==> src/sv/sdcb_pkg.sv <==
package sdcb_pkg;

    localparam logic [1:0] KIND_ENTRY    = 2'd0;
    localparam logic [1:0] KIND_CMD      = 2'd1;
    localparam logic [1:0] KIND_NO_SLOT  = 2'd2;
    localparam logic [1:0] KIND_BAD_CNT  = 2'd3;

    localparam logic [7:0] ATA_READ_DMA_EXT  = 8'h25;
    localparam logic [7:0] ATA_WRITE_DMA_EXT = 8'h35;

    localparam logic [63:0] ENTRY_BYTES     = 64'h2000;
    localparam logic [12:0] FULL_ENTRY_M1   = 13'h1FFF;
    localparam int          SECTOR_SHIFT    = 4;

    typedef enum logic [1:0] {
        ST_IDLE,
        ST_ENTRY,
        ST_CMD
    } state_t;

    typedef struct packed {
        logic capture;
        logic load_entry;
        logic load_cmd;
        logic load_err;
    } dp_cmd_t;

    typedef struct packed {
        logic err;
        logic last_entry;
        logic out_free;
    } dp_status_t;

endpackage

==> src/sv/sata_dma_command_builder.sv <==
// Channel  Direction  Handshake          Payload
// s_       in         s_valid/s_ready    op, lba, sector_count, buffer_addr, slots_busy
// m_       out        m_valid/m_ready    kind, slot, entry_addr, entry_bytes_m1,
//                                        fis_command, cmd_lba, cmd_count, write_flag,
//                                        entry_total, last
//
// A good request is taken in, then gives one beat per scatter-gather entry
// (n = ceil(sector_count / 16)) and one for the command, all through the single
// output register. A rejected request gives a single error beat.
// s_ready is high only while the sequencer is idle; the next beat may be taken
// while the command beat still waits in the output register.
// Reset (synchronous, active low) clears the sequencer and the output valid.
// A stall on m_ready holds the output register, and the sequencer while it has a beat to give.
module sata_dma_command_builder #(
    parameter int MAX_ENTRIES = 8,
    parameter int NUM_SLOTS   = 32
) (
    input  logic        aclk,
    input  logic        aresetn,
    input  logic        s_valid,
    output logic        s_ready,
    input  logic        s_op,
    input  logic [47:0] s_lba,
    input  logic [15:0] s_sector_count,
    input  logic [63:0] s_buffer_addr,
    input  logic [31:0] s_slots_busy,
    output logic        m_valid,
    input  logic        m_ready,
    output logic [1:0]  m_kind,
    output logic [4:0]  m_slot,
    output logic [63:0] m_entry_addr,
    output logic [12:0] m_entry_bytes_m1,
    output logic [7:0]  m_fis_command,
    output logic [47:0] m_cmd_lba,
    output logic [15:0] m_cmd_count,
    output logic        m_write_flag,
    output logic [3:0]  m_entry_total,
    output logic        m_last
);

    sdcb_pkg::dp_cmd_t    dp_cmd;
    sdcb_pkg::dp_status_t dp_status;

    sdcb_ctrl u_ctrl (
        .aclk    (aclk),
        .aresetn (aresetn),
        .s_valid (s_valid),
        .s_ready (s_ready),
        .status  (dp_status),
        .cmd     (dp_cmd)
    );

    sdcb_dp #(
        .MAX_ENTRIES (MAX_ENTRIES),
        .NUM_SLOTS   (NUM_SLOTS)
    ) u_dp (
        .aclk             (aclk),
        .aresetn          (aresetn),
        .cmd              (dp_cmd),
        .status           (dp_status),
        .s_op             (s_op),
        .s_lba            (s_lba),
        .s_sector_count   (s_sector_count),
        .s_buffer_addr    (s_buffer_addr),
        .s_slots_busy     (s_slots_busy),
        .m_valid          (m_valid),
        .m_ready          (m_ready),
        .m_kind           (m_kind),
        .m_slot           (m_slot),
        .m_entry_addr     (m_entry_addr),
        .m_entry_bytes_m1 (m_entry_bytes_m1),
        .m_fis_command    (m_fis_command),
        .m_cmd_lba        (m_cmd_lba),
        .m_cmd_count      (m_cmd_count),
        .m_write_flag     (m_write_flag),
        .m_entry_total    (m_entry_total),
        .m_last           (m_last)
    );

endmodule

==> src/sv/sdcb_ctrl.sv <==
module sdcb_ctrl (
    input  logic                aclk,
    input  logic                aresetn,
    input  logic                s_valid,
    output logic                s_ready,
    input  sdcb_pkg::dp_status_t status,
    output sdcb_pkg::dp_cmd_t   cmd
);

    sdcb_pkg::state_t state_reg;
    sdcb_pkg::state_t state_next;

    always_ff @(posedge aclk) begin
        if (!aresetn) begin
            state_reg <= sdcb_pkg::ST_IDLE;
        end else begin
            state_reg <= state_next;
        end
    end

    always_comb begin
        state_next = state_reg;
        cmd        = '0;
        s_ready    = 1'b0;
        case (state_reg)
            sdcb_pkg::ST_IDLE: begin
                s_ready = 1'b1;
                if (s_valid) begin
                    cmd.capture = 1'b1;
                    state_next  = sdcb_pkg::ST_ENTRY;
                end
            end
            sdcb_pkg::ST_ENTRY: begin
                if (status.out_free) begin
                    if (status.err) begin
                        cmd.load_err = 1'b1;
                        state_next   = sdcb_pkg::ST_IDLE;
                    end else begin
                        cmd.load_entry = 1'b1;
                        if (status.last_entry) begin
                            state_next = sdcb_pkg::ST_CMD;
                        end
                    end
                end
            end
            sdcb_pkg::ST_CMD: begin
                if (status.out_free) begin
                    cmd.load_cmd = 1'b1;
                    state_next   = sdcb_pkg::ST_IDLE;
                end
            end
            default: begin
                state_next = sdcb_pkg::ST_IDLE;
            end
        endcase
    end

endmodule

==> src/sv/sdcb_dp.sv <==
module sdcb_dp #(
    parameter int MAX_ENTRIES = 8,
    parameter int NUM_SLOTS   = 32
) (
    input  logic                 aclk,
    input  logic                 aresetn,
    input  sdcb_pkg::dp_cmd_t    cmd,
    output sdcb_pkg::dp_status_t status,
    input  logic                 s_op,
    input  logic [47:0]          s_lba,
    input  logic [15:0]          s_sector_count,
    input  logic [63:0]          s_buffer_addr,
    input  logic [31:0]          s_slots_busy,
    output logic                 m_valid,
    input  logic                 m_ready,
    output logic [1:0]           m_kind,
    output logic [4:0]           m_slot,
    output logic [63:0]          m_entry_addr,
    output logic [12:0]          m_entry_bytes_m1,
    output logic [7:0]           m_fis_command,
    output logic [47:0]          m_cmd_lba,
    output logic [15:0]          m_cmd_count,
    output logic                 m_write_flag,
    output logic [3:0]           m_entry_total,
    output logic                 m_last
);

    localparam int IDX_W = (MAX_ENTRIES > 1) ? $clog2(MAX_ENTRIES) : 1;

    // Request registers, loaded when the input beat is taken.
    logic              op_reg;
    logic [47:0]       lba_reg;
    logic [15:0]       count_reg;
    logic [63:0]       addr_reg;
    logic [4:0]        slot_reg;
    logic              err_reg;
    logic [1:0]        err_kind_reg;
    logic [IDX_W-1:0]  n_m1_reg;
    logic [IDX_W-1:0]  idx_reg;
    logic [3:0]        total_reg;
    logic [12:0]       tail_m1_reg;

    // Output stage.
    logic              out_valid_reg;
    logic [1:0]        out_kind_reg;
    logic [4:0]        out_slot_reg;
    logic [63:0]       out_addr_reg;
    logic [12:0]       out_bytes_reg;
    logic [7:0]        out_fis_reg;
    logic [47:0]       out_lba_reg;
    logic [15:0]       out_count_reg;
    logic              out_write_reg;
    logic [3:0]        out_total_reg;
    logic              out_last_reg;

    logic              slot_found;
    logic [4:0]        slot_idx;
    logic [12:0]       n_entries;
    logic              count_bad;
    logic              out_free;

    // Lowest clear bit among the implemented slots.
    always_comb begin
        slot_found = 1'b0;
        slot_idx   = '0;
        for (int i = NUM_SLOTS - 1; i >= 0; i--) begin
            if (!s_slots_busy[i]) begin
                slot_found = 1'b1;
                slot_idx   = 5'(i);
            end
        end
    end

    assign n_entries = 13'((17'(s_sector_count) + 17'd15) >> sdcb_pkg::SECTOR_SHIFT);
    assign count_bad = (s_sector_count == 16'd0) || (n_entries > 13'(MAX_ENTRIES));
    assign out_free  = !out_valid_reg || m_ready;

    assign status.err        = err_reg;
    assign status.last_entry = (idx_reg == n_m1_reg);
    assign status.out_free   = out_free;

    always_ff @(posedge aclk) begin
        if (cmd.capture) begin
            op_reg       <= s_op;
            lba_reg      <= s_lba;
            count_reg    <= s_sector_count;
            addr_reg     <= s_buffer_addr;
            slot_reg     <= slot_idx;
            err_reg      <= !slot_found || count_bad;
            err_kind_reg <= slot_found ? sdcb_pkg::KIND_BAD_CNT : sdcb_pkg::KIND_NO_SLOT;
            n_m1_reg     <= IDX_W'(n_entries - 13'd1);
            idx_reg      <= '0;
            total_reg    <= n_entries[3:0];
            // The final entry carries the sectors left over after the full ones.
            tail_m1_reg  <= {4'(s_sector_count - 16'd1), 9'h1FF};
        end else if (cmd.load_entry) begin
            addr_reg <= addr_reg + sdcb_pkg::ENTRY_BYTES;
            idx_reg  <= idx_reg + IDX_W'(1);
        end
    end

    always_ff @(posedge aclk) begin
        if (!aresetn) begin
            out_valid_reg <= 1'b0;
        end else if (cmd.load_entry || cmd.load_cmd || cmd.load_err) begin
            out_valid_reg <= 1'b1;
        end else if (m_ready) begin
            out_valid_reg <= 1'b0;
        end
    end

    always_ff @(posedge aclk) begin
        if (cmd.load_entry) begin
            out_kind_reg  <= sdcb_pkg::KIND_ENTRY;
            out_slot_reg  <= slot_reg;
            out_addr_reg  <= addr_reg;
            out_bytes_reg <= (idx_reg == n_m1_reg) ? tail_m1_reg : sdcb_pkg::FULL_ENTRY_M1;
            out_fis_reg   <= '0;
            out_lba_reg   <= '0;
            out_count_reg <= '0;
            out_write_reg <= 1'b0;
            out_total_reg <= '0;
            out_last_reg  <= 1'b0;
        end else if (cmd.load_cmd) begin
            out_kind_reg  <= sdcb_pkg::KIND_CMD;
            out_slot_reg  <= slot_reg;
            out_addr_reg  <= '0;
            out_bytes_reg <= '0;
            out_fis_reg   <= op_reg ? sdcb_pkg::ATA_WRITE_DMA_EXT
                                    : sdcb_pkg::ATA_READ_DMA_EXT;
            out_lba_reg   <= lba_reg;
            out_count_reg <= count_reg;
            out_write_reg <= op_reg;
            out_total_reg <= total_reg;
            out_last_reg  <= 1'b1;
        end else if (cmd.load_err) begin
            out_kind_reg  <= err_kind_reg;
            out_slot_reg  <= '0;
            out_addr_reg  <= '0;
            out_bytes_reg <= '0;
            out_fis_reg   <= '0;
            out_lba_reg   <= '0;
            out_count_reg <= '0;
            out_write_reg <= 1'b0;
            out_total_reg <= '0;
            out_last_reg  <= 1'b1;
        end
    end

    assign m_valid          = out_valid_reg;
    assign m_kind           = out_kind_reg;
    assign m_slot           = out_slot_reg;
    assign m_entry_addr     = out_addr_reg;
    assign m_entry_bytes_m1 = out_bytes_reg;
    assign m_fis_command    = out_fis_reg;
    assign m_cmd_lba        = out_lba_reg;
    assign m_cmd_count      = out_count_reg;
    assign m_write_flag     = out_write_reg;
    assign m_entry_total    = out_total_reg;
    assign m_last           = out_last_reg;

endmodule

==> config.mk <==
export PLATFORM = sky130hd
export DESIGN_NAME = sata_dma_command_builder
export DESIGN_NICKNAME = d
export VERILOG_FILES = /design/src/sv/sdcb_pkg.sv /design/src/sv/sata_dma_command_builder.sv /design/src/sv/sdcb_ctrl.sv /design/src/sv/sdcb_dp.sv
export SDC_FILE = /design/constraint.sdc
export NUM_CORES = 1
export LEC_CHECK = 0
export ABC_AREA = 1
export ABC_CLOCK_PERIOD_IN_PS = 6100
export BUFFER_PORTS_ARGS = -buffer_cell sky130_fd_sc_hd__buf_2
export CAP_MARGIN = 20
export CORE_AREA = 2 2 157 159
export DETAILED_ROUTE_END_ITERATION = 10
export DIE_AREA = 0 0 159 161
export PLACE_DENSITY = 0.8
export SLEW_MARGIN = 25
export SYNTH_ARGS = -nofsm -noshare
export SYNTH_HDL_FRONTEND = slang
export SYNTH_HIERARCHICAL = 1
export SYNTH_SLANG_ARGS = --single-unit
export TNS_END_PERCENT = 100
==> constraint.sdc <==
create_clock -name aclk -period 6.1 [get_ports aclk]
set_input_delay 0.915 -clock aclk [delete_from_list [all_inputs] [get_ports aclk]]
set_output_delay 0.915 -clock aclk [all_outputs]
set_load 0.01 [all_outputs]
Word-level counts from Yosys, hierarchy flattened
Index checks and enable logic that the tools add are counted.

cells by class
  order comparisons = 1
  add/subtract/negate cells = 5
  reductions and logical operators = 19
  eq/ne operators = 7
  mux-type cells = 110

operators with widths
  kind                                                  count
  2-to-1 mux 64 bit                                     5
  2-to-1 mux 5 bit                                      20
  2-to-1 mux 48 bit                                     2
  adder 64 x 14 -> 64 bit (second input constant)       1
  2-to-1 mux 1 bit                                      53
  2-to-1 mux 13 bit                                     4
  2-to-1 mux 4 bit                                      10
  2-to-1 mux 16 bit                                     2
  adder 16 x 4 -> 17 bit (second input constant)        1
  zero test 16 bit                                      1
  2-to-1 mux 8 bit                                      2
  AND reduction 16 bit                                  1
  2-to-1 mux 2 bit                                      7
  > comparator 13 x 4 -> 1 bit (second input constant)  1
  2-to-1 mux 3 bit                                      4
  AND reduction 4 bit                                   2
  AND reduction 8 bit                                   1
  case mux 2 bit (3 select lines)                       1
  nonzero test 2 bit                                    3
  logical OR 1 bit                                      5
  != test 2 x 1 -> 1 bit (second input constant)        2
  subtractor 4 x 1 -> 4 bit (second input constant)     1
  adder 3 x 1 -> 3 bit (second input constant)          1
  equality test 3 bit                                   1
  other kinds (10)                                      11

word-level totals
  bits of input ports = 165
  output and inout port bits = 164
  register bits = 316

Longest topological paths before layout
Gate-level depths: netlist of run 1.

  depth after elaboration = 34
  gate-level depth with buffers = 31
  mapped depth without buffers = 31

Modules after synthesis
Netlist of run 1, hierarchy kept.

modules (own cells, without submodules)
  module     cells an instance  area an instance (µm²)  instances
  sdcb_dp    1121               12393.1                 1
  sdcb_ctrl  26                 157.7                   1

Worst setup path before layout of run 1
No wires, ideal clock.

  path kind = in2reg
  from = in s_valid
  to = reg u_dp.addr_reg[13], enable pin
  setup slack = 1.340 ns
  data required time = 5.690 ns
  data arrival time = 4.350 ns
  buffers on the path = 2
  setup time = 0.410 ns
  stages on the path = 6
  path through = nand2_1 > inv_1 > clkbuf_1 > inv_1 > clkbuf_1 > nand2_1

RTL lines
  item                    RTL line                        RTL
  start: declaration      sata_dma_command_builder.sv:20  input logic s_valid,
  end signal: assignment  sdcb_dp.sv:87                   addr_reg <= s_buffer_addr;
  end signal: assignment  sdcb_dp.sv:97                   addr_reg <= addr_reg + sdcb_pkg::ENTRY_BYTES;
  end: declaration        sdcb_dp.sv:34                   logic [63:0] addr_reg;

==> results of run 1 <==
[cells in the mapped netlist, types with 5 or more instances]
cell	count	area share (%)
nor2_2	8	0.40
nor2_1	54	1.6
a21oi_1	18	0.72
nand3_1	27	1.1
nand4_1	13	0.65
nand3_2	6	0.48
clkbuf_1	43	1.3
xnor2_1	8	0.56
o21ai_0	35	1.4
nor3_1	21	0.84
inv_1	164	4.9
buf_4	17	1.0
a31oi_1	7	0.35
nand2_1	280	8.4
dfxtp_1	79	13
edfxtp_1	221	53
nor4_1	13	0.65
nor2_4	5	0.45
inv_2	6	0.18
xor2_1	19	1.3
a32o_1	69	5.5
[metrics by stage]
stage               util [%]  hold slack, ns
floorplan                  -           0.474
global placement        60.0           0.443
detailed placement      60.0           0.450
CTS                     64.1           0.465
global route            64.2           0.474
finish                  64.2           0.464
[worst reg2reg max path: cells and delay by family (launching register included)]
kind	cells	cell delay (ns)
AND/OR/NAND/NOR	16	2.20
flip-flops	1	0.41
adder cells (fa/ha/maj)	1	0.23
XOR/XNOR	1	0.13
buffers and inverters	1	0.06
[layout make-up]
cell class / count / area, um2
fill: 1869 / 8580
sequential: 300 / 8220
multi-input combinational: 618 / 3430
timing repair buffer: 332 / 1680
clock buffer: 41 / 893
inverter: 170 / 644
tap: 324 / 405
clock inverter: 13 / 97.6
antenna: 5 / 12.5
[cell usage in the layout, fill, tap and decap left out, drive strengths merged, types with 33 or more instances in the layout]
master and count:
a32o 69, buf 332, clkbuf 41, dfxtp 79, edfxtp 221, inv 171
nand2 284, nand3 33, nor2 67, o21ai 35
[where the power goes]
group	internal, mW	switching (mW)
Sequential	2.30	0.0560
Clock	1.06	0.743
Combinational	0.106	0.197
Total	3.47	0.996
[metal layers]
layer / part of all wire, % / global-route usage, % / up-vias
met4: 2.8 / 6.94 / 2
met3: 8.9 / 5.01 / 58
met1: 40 / 27.9 / 4386
met5: 0.046 / 0 / -
li1: - / - / 4500
met2: 48 / 36.0 / 432
[final timing paths]
kind / from / end / slack, ns / cells past startpoint
worst max-delay path: m_ready / u_dp/addr_reg[36]$_DFFE_PN_ / 2.75 / 10
worst min-delay path: u_dp/m_cmd_lba[13]$_SDFFE_PP0P_ / u_dp/m_cmd_lba[13]$_SDFFE_PP0P_ / 0.46 / 1
worst max register to register: u_dp/addr_reg[13]$_DFFE_PN_ / u_dp/addr_reg[63]$_DFFE_PN_ / 2.86 / 19
worst min register to register: u_dp/m_cmd_lba[13]$_SDFFE_PP0P_ / u_dp/m_cmd_lba[13]$_SDFFE_PP0P_ / 0.46 / 1
[logic make-up (layout without fill, tap and decap cells)]
group / after synthesis / count (layout) / share of synthesized area (%)
buf+inv: 232 / 556 / 7.46
other cells: 1 / 9 / 0.0299
xor+xnor: 27 / 27 / 1.88
simple gates: 442 / 442 / 16.0
compound gates: 141 / 141 / 8.72
flops: 300 / 300 / 65.5
fa+ha+maj: 4 / 4 / 0.399
==> metrics.md, run 1 <==
| Metric | Value |
|---|---|
| Outcome | complete, no violations |
| CP max FO | 78 |
| Pre-CTS setup slack | 2.22 ns |
| LEAKAGE | 7.17 nW |
| Worst rel slew slack | 32.8% |
| Total power | 4.47 mW |
| Clock Tree Root | clkbuf_16 |
| GR Overflow Total | 0 |
| DP Area | 14400 um2 |
| Synthesized area | 12600 um2 |
| Crit-path cells | buf_2, inv_1, nand2_1, inv_1, nor3_2, buf_4, inv_2, buf_4, nand2_2, buf_4 |
| Max-slew violations | 0 |
| Port bufs | 324 |
| Final WL | 28500 um |
| Largest net degree at the start of global routing | 111 |
| Worst slew pin tran | 0.999 ns |
| Crit path time final | 3.35 ns |
| Ys Warns | 6 |
| CTS tree | yes |
| Worst Path Arrival | 3.51 ns |
| Die ar. | 25600 um2 |
| Post-route ant nets | 0 |
| Layout cells sized above 1 | 29.0% |
| Max stage delay on crit path | 0.64 ns |
| Post-CTS sizing | 0 |
| Fin crit share | 54.9% |
| Initial Util | 52.4% |
| Max-cap violations | 0 |
| Ys flop type | edfxtp_1 |
| Skew-Pair Late Insertion Delay | 0.54 ns |
| Number of global-route vias before repair | 8942 |
| Setup Buffers After CTS | 0 |
| Placed cells | 1744 |
| Final Instance Area | 15400 um2 |
| Avg WL per Cell | 15.8 um |
| Hold Fails Final Rpt | 0 |
| Initial antenna violation count | 6 |
| Power per cell area | 290 nW/um2 |
| Peak VDD IR | 0.000202 V |
| DP Wirelength | 19400 um |
| WP data required | 6.26 ns |
| Clock slew seen by the registers of the worst setup and hold paths | 0.06 ns |
| Flops & latches, synth | 300 |
| Nets | 1620 |
| Vias per cell | 5.20 |
| First-pass GRT wire length | 44700 um |
| Die span in x | 159 um |
| TritonRoute pass-1 iters | 7 |
| Post-route DRC | 0 |
| Top cell by count, worst path | buf_4 |
| Vias post-DR | 9378 |
| Fin Setup TNS | 0 ns |
| Max frequency | 299 MHz |
| Post-synthesis instance total | 1147 |
| Sequential-to-total area share from yosys stat | 65.5% |
| Number of synthesized flops with an enable pin | 221 |
| Clock Skews | 0.0193 ns |
| Clock Tree Buf Depth | 3 |
| FP Rows | 57 |
| Hold/Removal Path Class | flip-flop to flip-flop |
| Post-Layout Cell Count | 1803 |
| Async SR Flop Fraction | 0% |
| RSZ-0062 raised after global routing | false |
| Crit Path Category | input port to flip-flop |
| Io pins | 329 |
| DR iter-0 viols | 894 |
| Area grow syn2layout | 22.6% |
| Crit path max-delay family | buffers and inverters |
| Post-route setup slack | 2.75 ns |
| Die height | 161 um |
| Crit path launch type | input port |
| GPL Wtd Cong | 0.843 |
| Hold_buf cts | 0 |
| Syn_area_per_cell | 10.9 um2 |
| Core Area | 24000 um2 |
| CTS H-tree depth | 1 |
| Buf+Inv Stages, Crit Path | 7 |
| GRT Util Overall | 21.5% |
| Final setup violation count | 0 |
| Crit path max-delay cell type | buf_4 |
| Critical Path End Type | flip-flop |
| Unique masters post-synth | 39 |
| TritonCTS Sinks | 300 |
| Num CTS Buffers | 29 |
Power figures use the tool's default switching activity.
==> inputs of run 2 (changes only) <==
--- a/config.mk
+++ b/config.mk
@@ -6,13 +6,13 @@
 export NUM_CORES = 1
 export LEC_CHECK = 0
 export ABC_AREA = 1
-export ABC_CLOCK_PERIOD_IN_PS = 6100
+export ABC_CLOCK_PERIOD_IN_PS = 2800
 export BUFFER_PORTS_ARGS = -buffer_cell sky130_fd_sc_hd__buf_2
 export CAP_MARGIN = 20
-export CORE_AREA = 2 2 157 159
+export CORE_AREA = 2 2 165 167
 export DETAILED_ROUTE_END_ITERATION = 10
-export DIE_AREA = 0 0 159 161
-export PLACE_DENSITY = 0.8
+export DIE_AREA = 0 0 167 169
+export PLACE_DENSITY = 0.76
 export SLEW_MARGIN = 25
 export SYNTH_ARGS = -nofsm -noshare
 export SYNTH_HDL_FRONTEND = slang
==> constraint.sdc (replaced) <==
create_clock -name aclk -period 2.8 [get_ports aclk]
set_input_delay 0.42 -clock aclk [delete_from_list [all_inputs] [get_ports aclk]]
set_output_delay 0.42 -clock aclk [all_outputs]
set_load 0.01 [all_outputs]
==> run 2 against run 1 <==
- the flow now finishes with violations (negative setup slack)
- final area increased by 4.1%
- clock skew hardly changed
- sequential power grew 120%
- die area increased by 10%
- first-iteration DRC count shrank 4.4%
- clock-buffer cell count is 3 higher
- largest cell class unchanged
- highest routed layer unchanged
==> metrics.md, run 2 (synthesis gave the netlist of run 1 again) <==
| Metric | Value |
|---|---|
| Crit path time final | 3.10 ns |
| Post-route ant nets | 0 |
| Max-cap violations | 0 |
| Initial antenna violation count | 3 |
| Vias per cell | 5.13 |
| Clock Tree Root | clkbuf_16 |
| Port bufs | 324 |
| Clock Tree Buf Depth | 3 |
| Hold Path Cell Cnt | 1 |
| Commonest cells after routing, fill and taps aside | buf_2 (324), nand2_1 (274), edfxtp_1 (221), inv_1 (159), dfxtp_1 (79) |
| Most common cell after layout, fill and taps aside | buf_2 |
| TritonCTS Sinks | 300 |
| LEAKAGE | 7.43 nW |
| Peak VDD IR | 0.000575 V |
| Max frequency | 323 MHz |
| Die ar. | 28200 um2 |
| Die span in x | 167 um |
| Worst slew pin tran | 0.850 ns |
| Hold_buf cts | 0 |
| Clock Skews | 0.0189 ns |
| Failing checks | negative setup slack |
| Fin crit share | 111% |
| Final setup violation count | 18 |
| FP Rows | 60 |
| Max-slew violations | 0 |
| Logic depth of the worst register-to-register path | 18 |
| Layout cells sized above 1 | 32.4% |
| CTS H-tree depth | 1 |
| GRT Util Overall | 20.0% |
| Vias post-DR | 9633 |
| Final WL | 30100 um |
| Skew-Pair Late Insertion Delay | 0.56 ns |
| Post-route setup slack | -0.297 ns |
| CP max FO | 3 |
| Hold slack | 0.0322 ns |
| Worst r2r src | u_dp/addr_reg[14]$_DFFE_PN_ |
| Avg WL per Cell | 16.0 um |
| Worst rel slew slack | 43.3% |
| Num CTS Buffers | 30 |
| Io pins | 329 |
| GPL Wtd Cong | 0.824 |
| Total power | 9.58 mW |
| WP data required | 3.12 ns |
| Fin Setup TNS | -3.44 ns |
| Post-route DRC | 0 |
| Final Instance Area | 16000 um2 |
| Outcome | finished, violations left |
| Critical Path End Type | flip-flop |
| Crit path from | u_dp/addr_reg[14]$_DFFE_PN_ |
| Number of global-route vias before repair | 9515 |
| Hold Fails Final Rpt | 0 |
| Worst Path Arrival | 3.41 ns |
| First-pass GRT wire length | 46200 um |
| GR Overflow Total | 0 |
| DP Wirelength | 19900 um |
| Largest net degree at the start of global routing | 108 |
| Core Util, Final | 60.4% |
| TritonRoute pass-1 iters | 7 |
| DR iter-0 viols | 855 |
| CTS tree | yes |
| Clock slew seen by the registers of the worst setup and hold paths | 0.06 ns |
| Power per cell area | 598 nW/um2 |
| Nets | 1679 |
| Die height | 169 um |
| Hold/Removal Path Class | input port to flip-flop |
| Core Area | 26500 um2 |
| DP Area | 14700 um2 |
| Crit Path Category | flip-flop to flip-flop |
| RSZ-0062 raised after global routing | true |
| Area grow syn2layout | 27.6% |
| Initial Util | 47.4% |
| Crit path launch type | flip-flop |
| Hold_sp | s_lba[38] |
## run 2: final cells by class
cell class | count | area (um2)
fillers | 2098 | 10500
clock inverters | 12 | 67.6
clock buffers | 44 | 855
diodes | 2 | 5.00
flip-flops and latches | 300 | 8220
repair buffers | 390 | 2230
well taps | 341 | 427
inverters | 170 | 651
multi-input cells | 618 | 3570
## run 2: final timing paths
check                                                       end  slack, ns
worst min-delay path                 u_dp/lba_reg[38]$_DFFE_PP_       0.03
worst max-delay path                u_dp/addr_reg[51]$_DFFE_PN_      -0.30
worst min register to register  u_dp/m_cmd_lba[27]$_SDFFE_PP0P_       0.46
worst max register to register      u_dp/addr_reg[51]$_DFFE_PN_      -0.30
## run 2: worst max-delay path, stage by stage, from the launching register on
cell and delay (ns):
edfxtp_1 0.38, ha_2 0.21, nand4_1 0.13, nor2_2 0.14, inv_2 0.06, nor2_4 0.13, nand4_4 0.11, nor4_4 0.34
nand3_2 0.16, nor3_4 0.22, nand4_4 0.14, nor2_4 0.15, nand3_4 0.11, nor2_4 0.17, buf_12 0.12, nand2_2 0.05
xor2_1 0.14, nand2_1 0.06, nand2_1 0.05
## run 2: metal layers
| layer | global-route usage (%) | up-vias | routed length, um |
|---|---|---|---|
| met5 | 0 | - | 13 |
| met4 | 6.03 | 2 | 762 |
| met3 | 5.47 | 70 | 2890 |
| met2 | 35.1 | 425 | 14900 |
| met1 | 24.2 | 4502 | 11500 |
| li1 | - | 4634 | - |
## run 2: per-stage QoR
stage	worst slack, ns	instances
after floorplan	-0.0485	1150
after global placement	-0.128	1785
after detailed placement	-0.252	1785
after CTS	-0.169	1861
after global routing	-0.512	1876
final	-0.297	1877
## run 2: report_power, final
group          switching (mW)  total, mW  internal, mW
combinational           0.466      0.738         0.271
sequential              0.115       5.13          5.01
clock                    1.61       3.72          2.11
## run 2: repair_timing
action	4_1_cts	5_1_grt
setup buffers	20	14
setup endpoints to repair	12	25
endpoints found under the hold margin	0	0
gates resized for setup	11	27
pin swaps	7	17
